===== config.mk =====
export PLATFORM = sky130hd
export DESIGN_NAME = pmh_div_cell
export DESIGN_NICKNAME = d
export VERILOG_FILES = /design/src/pmh_pkg.sv /design/src/pmh_div_cell.sv
export SDC_FILE = /design/constraint.sdc
export NUM_CORES = 1
export LEC_CHECK = 0
export BUFFER_PORTS_ARGS = -buffer_cell sky130_fd_sc_hd__buf_2
export CAP_MARGIN = 5
export CORE_UTILIZATION = 42
export DETAILED_ROUTE_END_ITERATION = 8
export PLACE_DENSITY = 0.76
export SLEW_MARGIN = 30
export SYNTH_ARGS = -nofsm -noshare
export SYNTH_HDL_FRONTEND = slang
export SYNTH_SLANG_ARGS = --single-unit

===== constraint.sdc =====
create_clock -name clock -period 2.4 [get_ports clock]
set_input_delay 0.24 -clock clock [delete_from_list [all_inputs] [get_ports clock]]
set_output_delay 0.24 -clock clock [all_outputs]
set_load 0.01 [all_outputs]

===== src/pmh_pkg.sv =====
// Shared constants, payload types and inter-cell buses for the max-height pipeline.
package pmh_pkg;

   localparam int TERMS       = 10;
   localparam int SPEED_W     = 24;
   localparam int ANGLE_W     = 20;
   localparam int HEIGHT_W    = 40;
   localparam int GRAV_W      = 16;
   localparam int TERM_W      = 36;
   localparam int X2_W        = 35;
   localparam int RECIP_W     = 28;
   localparam int FACT_W      = 33;
   localparam int FRAC_W      = 30;
   localparam int ANGLE_LIMIT = 262144;
   localparam int GRAV_RESET  = 2511;
   localparam int PADDR_W     = 3;
   localparam int PDATA_W     = 32;
   localparam int DIV_STEPS   = HEIGHT_W;

   // register index, taken from paddr[2]
   localparam logic CSR_GRAVITY = 1'b0;

   typedef logic [RECIP_W-1:0] recip_type;

   // floor(2^30 / ((2n)(2n+1))), n = 1..15; entry 0 unused
   localparam recip_type RECIP_TABLE [16] = '{
      28'd0,        28'd178956970, 28'd53687091, 28'd25565281,
      28'd14913080, 28'd9761289,   28'd6882960,  28'd5113056,
      28'd3947580,  28'd3139595,   28'd2556528,  28'd2122019,
      28'd1789569,  28'd1529546,   28'd1322342,  28'd1154561
   };

   typedef struct packed {
      logic [SPEED_W-1:0]        speed;
      logic signed [ANGLE_W-1:0] angle;
   } req_type;

   typedef struct packed {
      logic [HEIGHT_W-1:0] height;
      logic                overflow;
   } rsp_type;

   typedef struct packed {
      logic                     valid;
      logic [SPEED_W-1:0]       speed;
      logic [X2_W-1:0]          x2;
      logic signed [TERM_W-1:0] term;
      logic signed [TERM_W-1:0] sum;
   } term_bus_type;

   typedef struct packed {
      logic                valid;
      logic                ovf;
      logic [GRAV_W-1:0]   rem;
      logic [HEIGHT_W-1:0] quo;
   } div_bus_type;

endpackage


===== src/pmh_div_cell.sv =====
// One restoring-division cell: produces one quotient bit per item.
module pmh_div_cell (
   input  logic                       clock,
   input  logic                       reset,
   input  logic                       enable,
   input  logic [pmh_pkg::GRAV_W-1:0] divisor,
   input  pmh_pkg::div_bus_type       in_bus,
   output pmh_pkg::div_bus_type       out_bus
);
   import pmh_pkg::*;

   div_bus_type       cell_ff;
   div_bus_type       cell_in;
   logic [GRAV_W:0]   r2;
   logic              ge;

   always_comb begin
      r2      = {in_bus.rem, in_bus.quo[HEIGHT_W-1]};
      ge      = r2 >= {1'b0, divisor};
      cell_in = in_bus;
      cell_in.rem = ge ? GRAV_W'(r2 - {1'b0, divisor}) : r2[GRAV_W-1:0];
      cell_in.quo = {in_bus.quo[HEIGHT_W-2:0], ge};
   end

   always_ff @(posedge clock) begin
      if (reset) begin
         cell_ff.valid <= 1'b0;
      end else if (enable) begin
         cell_ff.valid <= cell_in.valid;
      end
   end

   always_ff @(posedge clock) begin
      if (enable) begin
         cell_ff.ovf <= cell_in.ovf;
         cell_ff.rem <= cell_in.rem;
         cell_ff.quo <= cell_in.quo;
      end
   end

   assign out_bus = cell_ff;

endmodule


Yosys cells after proc, flatten, opt, wreduce, memory -nomap -nowiden
Index checks and enable logic that the tools add are counted.

Muxes and demuxes: 1. $add $sub $neg: 1. Magnitude comparators: 1.

Operator list (number): $ge A17 B16 Y1 (1); $mux W16 (1); $sub A16 B16 Y16 (1).

Input bits: 77. Output and inout bits: 58. Logic and storage cells: 7. Bits in registers: 58.

Longest topological paths before layout
Depth after elaboration: 2. Gate-level depth with buffers: 12. Depth with buffers taken out: 9.

Worst setup path after synthesis
Ideal clock, no wire load.

Path kind: input to register. Start: input port divisor[12] in the netlist's numbering. End: register cell_ff (netlist bit out_bus[42]) (data pin). Setup slack: -0.070 ns. Setup time: 0.260 ns. Data arrival time: 2.210 ns. Data required time: 2.140 ns. Stages on the path: 12. Path buffers: 4. Path through: inv_1 > ha_1 > buf_6 > and2_4 > buf_6 > a221o_1 > a21boi_4 > and2_4 > buf_8 > inv_4 > buf_12 > mux2_4.

RTL lines: start, declared (RTL line pmh_div_cell.sv:6) `input logic [pmh_pkg::GRAV_W-1:0] divisor,`; end, declared (RTL line pmh_div_cell.sv:12) `div_bus_type cell_ff;`.

==> run metrics <==
outcome=complete, no violations; crit end category=flip-flop; relative slew slack=0.685; Initial Utilization=0.435; clock buffer depth=2; synthesized flop and latch total=58; DR vias/cell=5.08; Initial DRC Count=82; Post-Layout Cell Count=448; total of max-cap violations=0; post-route DRC violation count=0; routed wire length=6.87 mm; CORE AREA=0.00676 mm^2; top post-synthesis cells by area=edfxtp_1, ha_1, mux2_4; P_leak=1.84 nW; peak supply drop=0.323 mV; CP endpoint=out_bus[52]; highest clock rate=480 MHz; IO Port Bufs=134; Worst EP required=2.49 ns; area leader, netlist=edfxtp_1; master of the slowest instance on the critical path=a211o_1; setup TNS=0 ns; Die W=85.6 um; first-pass GRT wire length=10.5 mm; # clock sinks=58; P&R area growth vs syn=34.9%; synthesized area=0.00294 mm^2; top cell type's share of synthesized area=0.583; Hold Violations, Final=0; antenna viol nets, final=0; CTS tree=yes; Setup Buffers After CTS=0; commonest cells in the netlist=edfxtp_1, inv_1, ha_1; RSZ-0062 raised after global routing=no; crit start category=primary input; cts repair resizes=0; PD cells=657 mW/mm^2; Crit. Startpoint=divisor[2]; I/O pin count=135; worst reg2reg path startpoint=out_bus[57]; Rows=30; Syn Inst Count=213; Crit Path Class=primary input to flip-flop; Slowest Stage Delay on Critical Path=0.36 ns; Largest register FFs=58; Reg2Reg Setup Slack=1.81 ns; design area=0.00396 mm^2; Hold Path Depth=2; placed cell areas=0.00380 mm^2; WP data arrival=2.17 ns; total gr overflow=0; Final Power=0.00260 W; max-slew violation count=0; antenna cells=0; DP HPWL=5.28 mm; Avg WL per Cell=15.3 um; Yosys warning total=0; Yosys cell types=47; Worst-Margin Slew=0.472 ns; r2r endpoint=out_bus[57]; total vias in the final route=2277; largest fanout on the critical path=5; All-Layer GR Usage=0.191; final worst path period share=0.867; Reg2Reg Depth=2; worst-path cell chain=buf_2 -> inv_1 -> ha_1 -> nor2b_1 -> o31ai_1 -> a21oi_1 -> a211o_1 -> xor2_1 -> mux2_4; Synth Flop Type=edfxtp_1; ys async rst share=0; Clock Latency Late Sink=0.33 ns; largest net degree at the start of global routing=41; clk_skew=0 ns; Finished Core Util=0.586; vias in the first global route=2224; Hold Buf Count CTS=0; Seq/Total Area, Yosys=0.590; Synth Area per Inst=13.8 um^2; Root Buffer=clkbuf_8; number of flops mapped to enable cells by yosys=57; GP Congestion=0.853; Final nets=457; setup violators final=0; Die Span Y=85.6 um; HP Class=primary input to flip-flop; Tmin final=2.08 ns; Layout fillers=574; top-count cell post-synth=edfxtp_1; First-pass DRT Iterations=4; initial antenna violation count=0; number of placed cells counting well taps=432; syn nets=307; CTS H-Tree Depth=3; Die ar.=0.00733 mm^2; TritonCTS Buffers=9; clock transition at the registers of the reported paths=0.07 ns; share of layout cells above drive strength 1=0.492
-- cell usage in the layout, fill, tap and decap left out, types with 2 or more instances in the layout --
cell type   instances
and2_4              2
a21o_1              5
o211ai_1            2
mux2_4              8
o31ai_1             5
nor3_1              3
a21boi_0            3
clkinvlp_4          2
clkbuf_8            9
a211o_1             3
nor2_1             13
edfxtp_1           57
buf_4               9
a31oi_1             2
nand2b_1            2
mux2i_1             2
buf_2             134
ha_1               11
inv_4               2
inv_1              18
xnor2_1             5
clkinv_2            3
and3_1              2
a21oi_1             3
a211oi_1            3
o21ai_0             9
ha_4                5
nand2_1             5
nand4_1             2
o211a_1             2
nand3_1             7
xor2_1              4
o21a_1              6
-- metrics by stage --
step,hold slack (ns),worst slack (ns)
after floorplan,0.312,0.00425
after global placement,0.400,0.0628
after detailed placement,0.406,-0.0106
after CTS,0.0380,0.349
after global routing,0.0403,0.196
final,0.0561,0.319
-- metal layers --
metal / routed length [um] / GRT usage / up-vias / part of all wire
li1: - / - / 1108 / -
met1: 2880 / 0.217 / 1054 / 0.42
met2: 3410 / 0.337 / 107 / 0.50
met3: 487 / 0.0683 / 8 / 0.071
met4: 85 / 0.0591 / 0 / 0.012
met5: 0 / 0 / - / 0
-- where the power goes --
| group | internal (W) | switching, W | total (W) |
|---|---|---|---|
| logic | 0.000295 | 0.000301 | 0.000595 |
| registers | 0.00123 | 0.0000229 | 0.00126 |
| clock network | 0.000365 | 0.000386 | 0.000751 |
| total | 0.00189 | 0.000710 | 0.00260 |
-- cell families after synthesis --
family,synth area share
xor gates and xnor gates,0.0268
adders and majority gates,0.0750
muxes,0.0516
AOI/OAI and AO/OA,0.138
buffers and inverters,0.0473
DFF,0.590
and+or+nand+nor,0.0720
-- final cells by class --
class	count	area, um^2	area share
Multi-Input combinational cell	130	1130	0.285
Inverter	20	80.1	0.0202
Clock inverter	6	33.8	0.00853
Tap cell	80	100	0.0253
Clock buffer	10	128	0.0322
Sequential cell	58	1730	0.437
Timing Repair Buffer	144	758	0.191
-- worst max-delay path: cells and delay by family --
| family | cells | cell delay [ns] |
|---|---|---|
| compound gates | 3 | 0.89 |
| xor+xnor | 1 | 0.15 |
| fa+ha+maj | 1 | 0.35 |
| buf+inv | 2 | 0.10 |
| mux | 1 | 0.26 |
| simple gates | 1 | 0.17 |
-- worst min path at each step --
stage	startpoint	endpoint	slack (ns)
finish	reset	out_bus[57]	0.06
global route	reset	out_bus[57]	0.04
detailed placement	reset	out_bus[57]	0.41
CTS	reset	out_bus[57]	0.04
global placement	reset	out_bus[57]	0.40
floorplan	reset	out_bus[57]	0.31
No activity file was read; power rests on OpenSTA's default activity.
